**src/sv/bba_pkg.sv**
```systemverilog
`timescale 1ns / 1ps
`default_nettype none

package bba_pkg;

    localparam int WORD_BITS = 32;
    localparam int DIV_W     = 33;   // byte count plus rounding term
    localparam int ADDR_W    = 24;
    localparam int TOTAL_W   = 13;

    // block size is a power of two
    localparam int BLOCK_SHIFT = 12;
    localparam int BLOCK_BYTES = 1 << BLOCK_SHIFT;

    localparam logic [WORD_BITS-1:0] FULL_WORD = 32'hFFFF_FFFF;
    localparam logic [TOTAL_W-1:0]   TOTAL_RESET = 13'd4096;

    typedef enum logic [1:0] {
        OP_ALLOC   = 2'd0,
        OP_FREE    = 2'd1,
        OP_RESERVE = 2'd2,
        OP_INIT    = 2'd3
    } bba_op_t;

    typedef enum logic [3:0] {
        ST_CLEAR,
        ST_IDLE,
        ST_DIV_SIZE,
        ST_DIV_OFS,
        ST_CHECK,
        ST_SCAN_RD,
        ST_SCAN,
        ST_MK_SET,
        ST_MK_RD,
        ST_MK_WR,
        ST_DONE
    } bba_state_t;

endpackage

`default_nettype wire

```
**src/sv/bba_div.sv**
```systemverilog
`timescale 1ns / 1ps
`default_nettype none

// Block count from a byte count: the block size is a power of two, so the
// quotient is a shift, ready the cycle after start.
module bba_div
    import bba_pkg::*;
(
    input  wire logic             clk,
    input  wire logic             rst_n,
    input  wire logic             start,
    input  wire logic [DIV_W-1:0] dividend,
    output logic                  done,
    output logic [DIV_W-1:0]      quotient
);

    logic [DIV_W-1:0] quo_reg;
    logic             done_reg;

    always_ff @(posedge clk or negedge rst_n)
    begin
        if (!rst_n)
        begin
            done_reg <= 1'b0;
        end
        else
        begin
            done_reg <= start;
        end
    end

    always_ff @(posedge clk)
    begin
        if (start)
            quo_reg <= dividend >> BLOCK_SHIFT;
    end

    assign done     = done_reg;
    assign quotient = quo_reg;

endmodule

`default_nettype wire

```
**src/sv/bitmap_block_allocator_top.sv**
```systemverilog
`timescale 1ns / 1ps
`default_nettype none

// First-fit block allocator over a used-block bitmap (1 = used), 32 blocks per word.
// Request channel: operation, offset_bytes, size_bytes are taken at a clock edge with
// start high and busy low. busy stays high until the result has been shown.
// Result channel: done is high for exactly one cycle with ok and address_bytes valid;
// the receiver cannot stall, it must take the result in that cycle.
// total_blocks is written through total_blocks_we / total_blocks_wdata while idle;
// the user must keep to this, the block itself does not enforce it.
// Allocate fails when the size is zero or too large; otherwise it scans the map
// and, on success, marks the blocks found, read-modify-write per word touched.
// Free and reserve clear or set the blocks of their range, word by word;
// initialize sweeps the map clear and then reserves blocks from block 0.
// One request at a time: the next one is taken in the cycle after done.
// Byte counts become block counts by a shift (BLOCK_BYTES is a power of two); the
// scan tests 8 blocks per cycle from the registered map read; marking is
// read-modify-write on the map memory.
// After reset the map is swept clear, one word a cycle, with busy high.
module bitmap_block_allocator_top
    import bba_pkg::*;
#(
    parameter int BLOCK_CAPACITY = 4096
) (
    input  wire logic               clk,
    input  wire logic               rst_n,
    input  wire logic               start,
    output logic                    busy,
    input  wire logic [1:0]         operation,
    input  wire logic [31:0]        offset_bytes,
    input  wire logic [31:0]        size_bytes,
    input  wire logic               total_blocks_we,
    input  wire logic [TOTAL_W-1:0] total_blocks_wdata,
    output logic                    done,
    output logic                    ok,
    output logic [ADDR_W-1:0]       address_bytes
);

    localparam int MAP_WORDS = (BLOCK_CAPACITY + WORD_BITS - 1) / WORD_BITS;
    localparam int WAW       = (MAP_WORDS > 1) ? $clog2(MAP_WORDS) : 1;
    localparam int BLK_W     = WAW + 6;      // block index or count, up to MAP_WORDS*32
    localparam int LAST_WORD = MAP_WORDS - 1;

    // state
    bba_state_t         state_reg, state_next;
    bba_op_t            op_reg, op_next;
    logic [31:0]        offset_reg, offset_next;
    logic [TOTAL_W-1:0] total_reg;
    logic [DIV_W-1:0]   need_reg, need_next;
    logic [DIV_W-1:0]   first_reg, first_next;
    logic [BLK_W-1:0]   end_reg, end_next;
    logic [WAW-1:0]     word_reg, word_next;
    logic [1:0]         byte_reg, byte_next;
    logic [BLK_W-1:0]   run_reg, run_next;
    logic [BLK_W-1:0]   start_reg, start_next;
    logic               ok_reg, ok_next;
    logic [ADDR_W-1:0]  addr_reg, addr_next;

    // map memory
    logic [WORD_BITS-1:0] map_mem [MAP_WORDS];
    logic [WORD_BITS-1:0] map_rdata_reg;
    logic                 rd_en, wr_en;
    logic [WAW-1:0]       rd_addr, wr_addr;
    logic [WORD_BITS-1:0] wr_data;

    // byte to block conversion
    logic             div_start, div_done;
    logic [DIV_W-1:0] div_dividend, div_quotient;

    // combinational helpers
    logic [BLK_W-1:0]     lim_b;
    logic [BLK_W-1:0]     need_b;
    logic                 need_ok;
    logic [7:0]           byte_bits;
    logic                 scan_found, scan_stop, scan_last;
    logic [BLK_W-1:0]     scan_run, scan_start;
    logic [DIV_W:0]       mk_sum, mk_lim, mk_end;
    logic                 mk_empty;
    logic [BLK_W-1:0]     last_b;
    logic [WAW-1:0]       first_w, last_w;
    logic [4:0]           mk_lo, mk_hi;
    logic [WORD_BITS-1:0] mk_mask;
    logic                 mk_set;
    logic                 accept;

    assign accept = start && (state_reg == ST_IDLE);

    // managed blocks = min(total_blocks, BLOCK_CAPACITY)
    assign lim_b = ({19'b0, total_reg} > 32'(BLOCK_CAPACITY)) ? BLK_W'(BLOCK_CAPACITY)
                                                              : BLK_W'(total_reg);
    assign need_b  = need_reg[BLK_W-1:0];
    assign need_ok = (need_reg != '0) && (need_reg <= DIV_W'(lim_b));
    assign mk_set  = (op_reg != OP_FREE);

    bba_div u_div (
        .clk      (clk),
        .rst_n    (rst_n),
        .start    (div_start),
        .dividend (div_dividend),
        .done     (div_done),
        .quotient (div_quotient)
    );

    // Divider feed: rounded size (or rounded total for init) at accept,
    // plain offset for the second pass of free and reserve.
    always_comb
    begin
        div_start = accept ||
                    ((state_reg == ST_DIV_SIZE) && div_done &&
                     ((op_reg == OP_FREE) || (op_reg == OP_RESERVE)));
        if (state_reg == ST_IDLE)
        begin
            if (bba_op_t'(operation) == OP_INIT)
                div_dividend = {20'b0, total_reg} + DIV_W'(BLOCK_BYTES - 1);
            else
                div_dividend = {1'b0, size_bytes} + DIV_W'(BLOCK_BYTES - 1);
        end
        else
        begin
            div_dividend = {1'b0, offset_reg};
        end
    end

    // Scan 8 blocks of the current word; run length carries across bytes and words.
    assign byte_bits = map_rdata_reg[{byte_reg, 3'b000} +: 8];
    assign scan_last = (byte_reg == 2'd3) && (word_reg == WAW'(LAST_WORD));

    always_comb
    begin
        logic [BLK_W-1:0] blk;
        scan_run   = run_reg;
        scan_start = start_reg;
        scan_found = 1'b0;
        scan_stop  = 1'b0;
        for (int j = 0; j < 8; j++)
        begin
            blk = BLK_W'({word_reg, byte_reg, 3'(j)});
            if (!scan_found && !scan_stop)
            begin
                if (blk >= lim_b)
                begin
                    scan_stop = 1'b1;
                end
                else if (byte_bits[j])
                begin
                    scan_run = '0;
                end
                else
                begin
                    if (scan_run == '0)
                        scan_start = blk;
                    scan_run = scan_run + 1'b1;
                    if (scan_run >= need_b)
                        scan_found = 1'b1;
                end
            end
        end
    end

    // Range clip: end = min(first + count, managed blocks)
    assign mk_sum   = {1'b0, first_reg} + {1'b0, need_reg};
    assign mk_lim   = (DIV_W + 1)'(lim_b);
    assign mk_end   = (mk_sum > mk_lim) ? mk_lim : mk_sum;
    assign mk_empty = ({1'b0, first_reg} >= mk_end);

    // Per-word mask for the marked range
    assign last_b  = end_reg - 1'b1;
    assign first_w = first_reg[WAW+4:5];
    assign last_w  = last_b[WAW+4:5];
    assign mk_lo   = (word_reg == first_w) ? first_reg[4:0] : 5'd0;
    assign mk_hi   = (word_reg == last_w) ? last_b[4:0] : 5'd31;
    assign mk_mask = (FULL_WORD << mk_lo) & (FULL_WORD >> (5'd31 - mk_hi));

    // next state
    always_comb
    begin
        state_next = state_reg;
        case (state_reg)
            ST_CLEAR:
            begin
                if (word_reg == WAW'(LAST_WORD))
                    state_next = (op_reg == OP_INIT) ? ST_MK_SET : ST_IDLE;
            end
            ST_IDLE:
            begin
                if (start)
                    state_next = ST_DIV_SIZE;
            end
            ST_DIV_SIZE:
            begin
                if (div_done)
                begin
                    case (op_reg)
                        OP_ALLOC: state_next = ST_CHECK;
                        OP_INIT:  state_next = ST_CLEAR;
                        default:  state_next = ST_DIV_OFS;
                    endcase
                end
            end
            ST_DIV_OFS:
            begin
                if (div_done)
                    state_next = ST_MK_SET;
            end
            ST_CHECK:   state_next = need_ok ? ST_SCAN_RD : ST_DONE;
            ST_SCAN_RD: state_next = ST_SCAN;
            ST_SCAN:
            begin
                if (scan_found)
                    state_next = ST_MK_SET;
                else if (scan_stop || scan_last)
                    state_next = ST_DONE;
            end
            ST_MK_SET:  state_next = mk_empty ? ST_DONE : ST_MK_RD;
            ST_MK_RD:   state_next = ST_MK_WR;
            ST_MK_WR:
            begin
                if (word_reg == last_w)
                    state_next = ST_DONE;
                else
                    state_next = ST_MK_RD;
            end
            ST_DONE:    state_next = ST_IDLE;
            default:    state_next = ST_IDLE;
        endcase
    end

    // datapath registers
    always_comb
    begin
        op_next     = op_reg;
        offset_next = offset_reg;
        need_next   = need_reg;
        first_next  = first_reg;
        end_next    = end_reg;
        word_next   = word_reg;
        byte_next   = byte_reg;
        run_next    = run_reg;
        start_next  = start_reg;
        ok_next     = ok_reg;
        addr_next   = addr_reg;
        case (state_reg)
            ST_CLEAR:
            begin
                word_next = word_reg + 1'b1;
            end
            ST_IDLE:
            begin
                if (start)
                begin
                    op_next     = bba_op_t'(operation);
                    offset_next = offset_bytes;
                    ok_next     = 1'b1;
                    addr_next   = '0;
                end
            end
            ST_DIV_SIZE:
            begin
                if (div_done)
                begin
                    need_next  = div_quotient;
                    first_next = '0;
                    word_next  = '0;
                end
            end
            ST_DIV_OFS:
            begin
                if (div_done)
                    first_next = div_quotient;
            end
            ST_CHECK:
            begin
                word_next  = '0;
                byte_next  = 2'd0;
                run_next   = '0;
                start_next = '0;
                if (!need_ok)
                    ok_next = 1'b0;
            end
            ST_SCAN:
            begin
                run_next   = scan_run;
                start_next = scan_start;
                if (scan_found)
                begin
                    first_next = DIV_W'(scan_start);
                end
                else if (scan_stop || scan_last)
                begin
                    ok_next = 1'b0;
                end
                else
                begin
                    byte_next = byte_reg + 1'b1;
                    if (byte_reg == 2'd3)
                        word_next = word_reg + 1'b1;
                end
            end
            ST_MK_SET:
            begin
                end_next  = BLK_W'(mk_end);
                word_next = first_reg[WAW+4:5];
                if (op_reg == OP_ALLOC)
                    addr_next = ADDR_W'(32'(first_reg[BLK_W-1:0]) * 32'(BLOCK_BYTES));
            end
            ST_MK_WR:
            begin
                word_next = word_reg + 1'b1;
            end
            default:
            begin
            end
        endcase
    end

    // outputs and memory controls
    always_comb
    begin
        rd_en   = 1'b0;
        rd_addr = word_reg;
        wr_en   = 1'b0;
        wr_addr = word_reg;
        wr_data = '0;
        case (state_reg)
            ST_CLEAR:
            begin
                wr_en = 1'b1;
            end
            ST_SCAN_RD:
            begin
                rd_en = 1'b1;
            end
            ST_SCAN:
            begin
                // fetch the next word while the last byte is tested
                rd_en   = (byte_reg == 2'd3) && !scan_found && !scan_stop && !scan_last;
                rd_addr = word_reg + 1'b1;
            end
            ST_MK_RD:
            begin
                rd_en = 1'b1;
            end
            ST_MK_WR:
            begin
                wr_en   = 1'b1;
                wr_data = mk_set ? (map_rdata_reg | mk_mask) : (map_rdata_reg & ~mk_mask);
            end
            default:
            begin
            end
        endcase
    end

    assign busy          = (state_reg != ST_IDLE);
    assign done          = (state_reg == ST_DONE);
    assign ok            = ok_reg;
    assign address_bytes = addr_reg;

    always_ff @(posedge clk or negedge rst_n)
    begin
        if (!rst_n)
        begin
            state_reg <= ST_CLEAR;
            op_reg    <= OP_ALLOC;
            word_reg  <= '0;
            byte_reg  <= 2'd0;
            total_reg <= TOTAL_RESET;
            ok_reg    <= 1'b0;
            addr_reg  <= '0;
        end
        else
        begin
            state_reg <= state_next;
            op_reg    <= op_next;
            word_reg  <= word_next;
            byte_reg  <= byte_next;
            ok_reg    <= ok_next;
            addr_reg  <= addr_next;
            if (total_blocks_we)
                total_reg <= total_blocks_wdata;
        end
    end

    always_ff @(posedge clk)
    begin
        offset_reg <= offset_next;
        need_reg   <= need_next;
        first_reg  <= first_next;
        end_reg    <= end_next;
        run_reg    <= run_next;
        start_reg  <= start_next;
    end

    always_ff @(posedge clk)
    begin
        if (wr_en)
            map_mem[wr_addr] <= wr_data;
        if (rd_en)
            map_rdata_reg <= map_mem[rd_addr];
    end

endmodule

`default_nettype wire
```
**config.mk**
```make
export PLATFORM = sky130hd
export DESIGN_NAME = bitmap_block_allocator_top
export DESIGN_NICKNAME = d
export VERILOG_FILES = /design/src/sv/bba_pkg.sv /design/src/sv/bba_div.sv /design/src/sv/bitmap_block_allocator_top.sv
export SDC_FILE = /design/constraint.sdc
export NUM_CORES = 2
export LEC_CHECK = 0
export BUFFER_PORTS_ARGS = -buffer_cell sky130_fd_sc_hd__clkbuf_2
export CAP_MARGIN = 40
export CORE_MARGIN = 5
export CORE_UTILIZATION = 54
export CTS_BUF_LIST = sky130_fd_sc_hd__clkbuf_8
export DETAILED_ROUTE_END_ITERATION = 10
export PLACE_DENSITY = 0.7
export SYNTH_ARGS = -nofsm -noshare
export SYNTH_HDL_FRONTEND = slang
export SYNTH_SLANG_ARGS = --single-unit
```
**constraint.sdc**
```tcl
create_clock -name clk -period 41.9 [get_ports clk]
set_input_delay 4.19 -clock clk [delete_from_list [all_inputs] [get_ports clk]]
set_output_delay 4.19 -clock clk [all_outputs]
set_load 0.01 [all_outputs]
```
# Yosys cells after proc, flatten, opt, wreduce, memory -nomap -nowiden
# Memory sizes are Yosys's and may differ from the RTL's. A register that Yosys moved wholly into a read port is not among the register bits.
# Cells that the tools add are included.
[word_totals]
ff_bits = 199
ramBits = 4096
input_bits = 83
output_inout_bits = 27
wordCells = 299
memories = 1
[mem_list]
columns = ["memory", "depth", "width", "rd", "rd_ports_with_merged_regs", "wr", "line", "rtl"]
rows = [
  ["map_mem", 128, 32, 1, 1, 1, "bitmap_block_allocator_top.sv:60", "logic [WORD_BITS-1:0] map_mem [MAP_WORDS];"],
]
[classes]
add_sub_neg = 15
magnitude_cmp = 20
n_eq_ne = 32
shifts = 3
muxes = 147
bitwise = 4
n_reduce_logical = 61
[op_table]
columns = ["cell", "n"]
rows = [
  ["13-bit two-way mux", 55],
  ["33-bit two-way mux", 4],
  ["13-bit by 1-bit adder with 13-bit output (second input constant)", 8],
  ["12-bit by 13-bit greater-or-equal comparator with 1-bit output", 8],
  ["13-bit greater-or-equal comparator", 8],
  ["13-bit zero test", 8],
  ["33-bit case mux with 3 select lines", 1],
  ["32-bit two-way mux", 3],
  ["32-bit bitwise AND", 2],
  ["1-bit two-way mux", 53],
  ["13-bit case mux with 2 select lines", 2],
  ["24-bit two-way mux", 2],
  ["24-bit case mux with 2 select lines", 1],
  ["4-bit case mux with 10 select lines", 1],
  ["7-bit two-way mux", 5],
  ["7-bit case mux with 5 select lines", 1],
  ["33-bit by 21-bit adder with 34-bit output", 1],
  ["33-bit by 34-bit greater-or-equal comparator with 1-bit output", 1],
  ["34-bit by 13-bit > comparator with 1-bit output", 1],
  ["34-bit two-way mux", 1],
  ["32-bit by 12-bit adder with 33-bit output (second input constant)", 1],
  ["33-bit nonzero test", 1],
  ["32-bit NOT", 1],
  ["32-bit bitwise OR", 1],
  ["other kinds (43)", 112],
]

# Logic depth before layout (Yosys ltp)
[depth]
depth_word = 42
ltp_mapped = 86
depth_no_buf = 77

# By module
# From an unflattened synthesis, not the netlist that was laid out.
[hier_totals]
cells_unflattened = 8622
area_unflattened_um2 = 178752.7
[by_module_without_submodules]
columns = ["module", "instances", "cells_each", "area_each_um2", "seq_area_each_um2"]
rows = [
  ["bitmap_block_allocator_top", 1, 8587, 178003.2, 129070.0],
  ["bba_div", 1, 35, 749.5, 655.6],
]

# Least setup slack after synthesis
# Ideal clock, no wire load.
[synth_timing]
path_kind = "register to register"
start = "register total_reg[12]"
end = "register map_rdata_reg[0] (read register of map_mem) (enable)"
setup_ns = 0.466
arrival_ns = 16.560
required_ns = 41.434
path_slack_ns = 24.874
stages_incl_launch_ff = 77
n_path_buf = 5
synth_period_minus_slack_ns = 17.026
cell_sequence = "dfstp_2 clkbuf_1 buf_1 nor2b_1 inv_1 ha_1 nand4b_4 or3_1 o211a_2 mux2_2 inv_1 ha_1 clkbuf_1 nand2_1 a21oi_1 and3_1 a21oi_1 nor4_1 [... 41 more ...] nand2_1 o21ai_1 ha_1 nand2_1 nor2_1 nand3_1 or3_1 nor3b_1 xor2_1 ha_1 nor2b_1 o21ai_0 a21boi_0 o21ai_0 nand3_1 nor2_1 nand2_1 o21ai_0"
[synth_via]
elab_chain_len = 42
word_cells_on_any_way = 114
cone_classes = "7 x add/sub; 16 x order compare; 65 x mux; 26 x reduce/logical"
[synth_rtl]
columns = ["item", "line", "rtl"]
rows = [
  ["start: declaration", "bitmap_block_allocator_top.sv:48", "logic [TOTAL_W-1:0] total_reg;"],
  ["start signal: assignment", "bitmap_block_allocator_top.sv:380", "total_reg <= total_blocks_wdata;"],
  ["13-bit > comparator", "bitmap_block_allocator_top.sv:89", "assign lim_b = ({19'b0, total_reg} > 32'(BLOCK_CAPACITY)) ? BLK_W'(BLOCK_CAPACITY)"],
  ["13-bit two-way mux *", "bitmap_block_allocator_top.sv:89", ""],
  ["parallel branches: the longest is 37 deep, another holds 12-bit by 13-bit greater-or-equal comparator with 1-bit output", "--", ""],
  ["1-bit logical AND * (2 in series)", "bitmap_block_allocator_top.sv:336", "rd_en = (byte_reg == 2'd3) && !scan_found && !scan_stop && !scan_last;"],
  ["1-bit case mux with 2 select lines *", "bitmap_block_allocator_top.sv:324", "case (state_reg)"],
  ["via rd_en", "bitmap_block_allocator_top.sv:62", "logic rd_en, wr_en;"],
  ["end: declaration", "bitmap_block_allocator_top.sv:61", "logic [WORD_BITS-1:0] map_rdata_reg;"],
]
# Mark *: on every way through the listed nets, which the timed path passes.
# A chain may end at the register's enable or synchronous reset.

# Worst setup path in the final report
[layout_timing]
start = "register total_reg[12]"
end = "register word_reg[5]"
[layout_via]
elab_chain_len = 39
word_cells_on_any_way = 112
cone_classes = "7 x add/sub; 16 x order compare; 2 x eq/ne; 64 x mux; 23 x reduce/logical"
[layout_rtl]
columns = ["item", "line", "rtl"]
rows = [
  ["13-bit > comparator", "bitmap_block_allocator_top.sv:89", ""],
  ["13-bit two-way mux *", "bitmap_block_allocator_top.sv:89", ""],
  ["parallel branches: the longest is 36 deep, another holds 12-bit by 13-bit greater-or-equal comparator with 1-bit output", "--", ""],
  ["5-bit AND reduction (no source line) *", "--", ""],
  ["end signal: assignment", "bitmap_block_allocator_top.sv:375", "word_reg <= word_next;"],
  ["end: declaration", "bitmap_block_allocator_top.sv:52", "logic [WAW-1:0] word_reg, word_next;"],
]
# Mark *: on every way between the ends.

==> metrics.md <==
| Metric | Value |
|---|---|
| Ranking of synthesized cells by area | edfxtp_1, mux4_2, ha_1 |
| Synthesized cell area | 176000 um^2 |
| Post-cts resize count | 0 |
| Critical path class | reg2reg |
| Pin count of the biggest net entering global routing | roughly 140 |
| Longest Clk Path Bufs | 4 |
| RSZ-0062 raised after global routing | no |
| Top post-synthesis cells by count | edfxtp_1, mux4_2, nor2_1 |
| Layout area overhead | 11.7% |
| Async SR Flop Fraction | 0.979% |
| Ys Warns | 0 |
| Dpl ws | 21.30 ns |
| DIE WIDTH | between 500 and 600 um |
| Site Rows | 209 |
| Clk_lat worst skew | between 1 and 1.5 ns |
| Area leader, netlist | edfxtp_1 |
| Top Ports | 110 |
| Total GRT Usage | 26.7% |
| # nets final | 9318 |
| Status | finished, final reports clean |
| First-pass iteration count of the detailed router | 6 |
| CP max stage delay | 0.82 ns |
| LEAKAGE | 65.6 nW |
| Final hold viol count | 0 |
| GP Congestion | 0.907 |
| Max cap viols | 0 |
| Relative slew slack | between 20% and 30% |
| Hold slack | 0.443 ns |
| Area share of the largest cell type after synthesis | 72.5% |
| Drt wl/cell | 32.8 um |
| Setup violations, final | 0 |
| Worst endpoint required time | 42.92 ns |
| CTS tree | built |
| Root Driver | clkbuf_8 |
| EDFF count, synth | 4249 |
| Min-delay worst type | reg2reg |
| H-tree Lvls | 6 |
| DR DRC count | 0 |
| Max-slew violations | 0 |
| Final worst slack | 20.85 ns |
| Vias in the first global route | 89500 |
| Share of cells above drive strength 1 | between 30 and 40% |
| Count leader, synth | edfxtp_1 |
| Max reg flops | 4096 |
| Worst vdd ir | 0.0730 mV |
| Die Y | 581 um |
| Mean Syn Cell Area | 21.0 um^2 |
| Main synth FF type | edfxtp_1 |
| Largest driver fanout on the critical path | 24 |
| Slowest stage cell on the critical path | dfstp_2 |
| Die area | 337000 um^2 |
| Setup_tns | 0 ns |
| CTS clk-pin slew, worst paths | about 0.06 ns |
| First-pass GRT wire length | 646 mm |
| Unique masters post-synth | ~130 |
| Cell area after layout | 197000 um^2 |
| Clock Sinks | 4291 |
| Antenna-violating nets left | 0 |
| Area of placed instances | 185000 um^2 |
| Initial antenna violation count | 42 |
| Post-DP HPWL | 258 mm |
| Setup crit start kind | flip-flop |
| Cell repeated most along the worst path | ha_1 |
| Cts hold-fix bufs | 0 |
| Vias/cell | around 6.5 |
| I/O Buffers | 85 |
| Pwr/cell area | 63.8 nW/um^2 |
| Min Tclk post-route | 21.05 ns |
| Core Footprint | 324000 um^2 |
| CP Capture Type | flip-flop |
| WP data arrival | 22.08 ns |
| Worst-margin pin slew | 1.19 ns |
| Final period utilization | 50.2% |
| Flop-to-flop setup slack | 20.85 ns |
| Fin util | 60.6% |
| 1st-iter DRT viols | 12200 |
| Skew final | between 0.09 and 0.1 ns |
| CTS buffer count | 665 |
| Routed vias | 90700 |
| Synth Register Bits | 4291 |
| Starting Density | 54.2% |
| Post-CTS setup buffer count | 0 |
| Synth Instances | 8359 |
| Sequential area share after synthesis | 73.1% |
| FMAX | 0.0475 GHz |
| Gr ovfl total | 0 |
| Post-Route WL | 455 mm |
## per-stage QoR
stage | cells | total power [W]
CTS | 13900 | 0.0126
detailed placement | 12700 | 0.00945
floorplan | 8377 | 0.00790
finish | 13900 | 0.0125
global placement | 12700 | 0.00934
global route | 13900 | 0.0131
## cell usage in the layout (no fill, tap or decap), types with 17 or more instances in the layout
cell / Yosys / layout
edfxtp_1: 4249 / 4249
mux4_2: 1347 / 1347
clkbuf_8: 0 / 677
inv_1: 101 / 322
buf_4: 15 / 282
nand2_1: 276 / 269
ha_1: 204 / 203
nor2_1: 319 / 176
clkinv_1: 1 / 160
a21oi_1: 150 / 146
nor2_4: 0 / 139
o21ai_0: 140 / 138
nand3_1: 99 / 97
xnor2_1: 92 / 87
clkbuf_2: 0 / 85
mux2_2: 69 / 69
mux2i_1: 53 / 52
a21o_1: 52 / 52
nand4_1: 51 / 51
nor3_1: 55 / 51
clkinv_2: 0 / 47
and2_1: 41 / 41
xor2_1: 42 / 41
dfrtp_1: 41 / 41
nor2b_1: 38 / 38
nor4_1: 37 / 36
and3_1: 29 / 29
a31oi_1: 27 / 27
o21a_1: 25 / 25
nand2b_1: 22 / 22
a211oi_1: 30 / 21
or3_1: 20 / 20
conb_1: 2 / 20
buf_16: 0 / 20
o21bai_1: 18 / 18
or2_2: 17 / 17
## worst max-delay path: cells and delay by family, from the launching register on
family	cells	cell delay [ns]
AOI/OAI and AO/OA	28	7.76
and+or+nand+nor	27	7.24
adders and majority gates	9	2.78
xor gates and xnor gates	4	0.94
buffers and inverters	5	0.84
DFF	1	0.82
muxes	1	0.46
## per-layer routing
| metal | GRT usage (%) | vias up | share of wire (%) |
|---|---|---|---|
| met5 | 0 | - | 0.011 |
| li1 | - | 36700 | - |
| met2 | 42.1 | 5569 | 48 |
| met1 | 38.1 | 47600 | 38 |
| met3 | 5.43 | 853 | 11 |
| met4 | 9.02 | 6 | 3.7 |
## path summary, 6_finish.rpt
| kind | endpoint | from | depth (start not counted) |
|---|---|---|---|
| hold reg to reg | need_reg[17] | u_div.quotient[17] | 0 |
| setup / recovery | word_reg[5] | total_reg[12] | 74 |
| min in group asynchronous | total_reg[9] | rst_n | 1 |
| hold / removal | need_reg[17] | u_div.quotient[17] | 0 |
| max in group asynchronous | word_reg[0] | rst_n | 2 |
| setup reg to reg | word_reg[5] | total_reg[12] | 74 |
## final cells by class
| cell class | instances | area (um^2) |
|---|---|---|
| well taps | 4325 | 5410 |
| inverters | 103 | 387 |
| multi-input cells | 3560 | 46700 |
| fillers | 22200 | 128000 |
| flip-flops and latches | 4291 | 129000 |
| clock inverters | 489 | 2500 |
| repair buffers | 409 | 3490 |
| diodes | 15 | 37.5 |
| clock buffers | 677 | 9320 |
## logic make-up after synthesis
family	Yosys count	share of synthesized area, %
simple gates	1065	2.94
other cells	2	0.00427
fa+ha+maj	205	1.46
mux	1473	18.0
buf+inv	526	1.18
xor+xnor	135	0.676
flops	4291	73.1
compound gates	662	2.58
## report_power, final
group,switching (W),internal (W),total (W)
logic,0.00260,0.00183,0.00443
clock network,0.00159,0.00157,0.00316
registers,0.0000533,0.00489,0.00494
No activity file was read; power rests on OpenSTA's default activity.
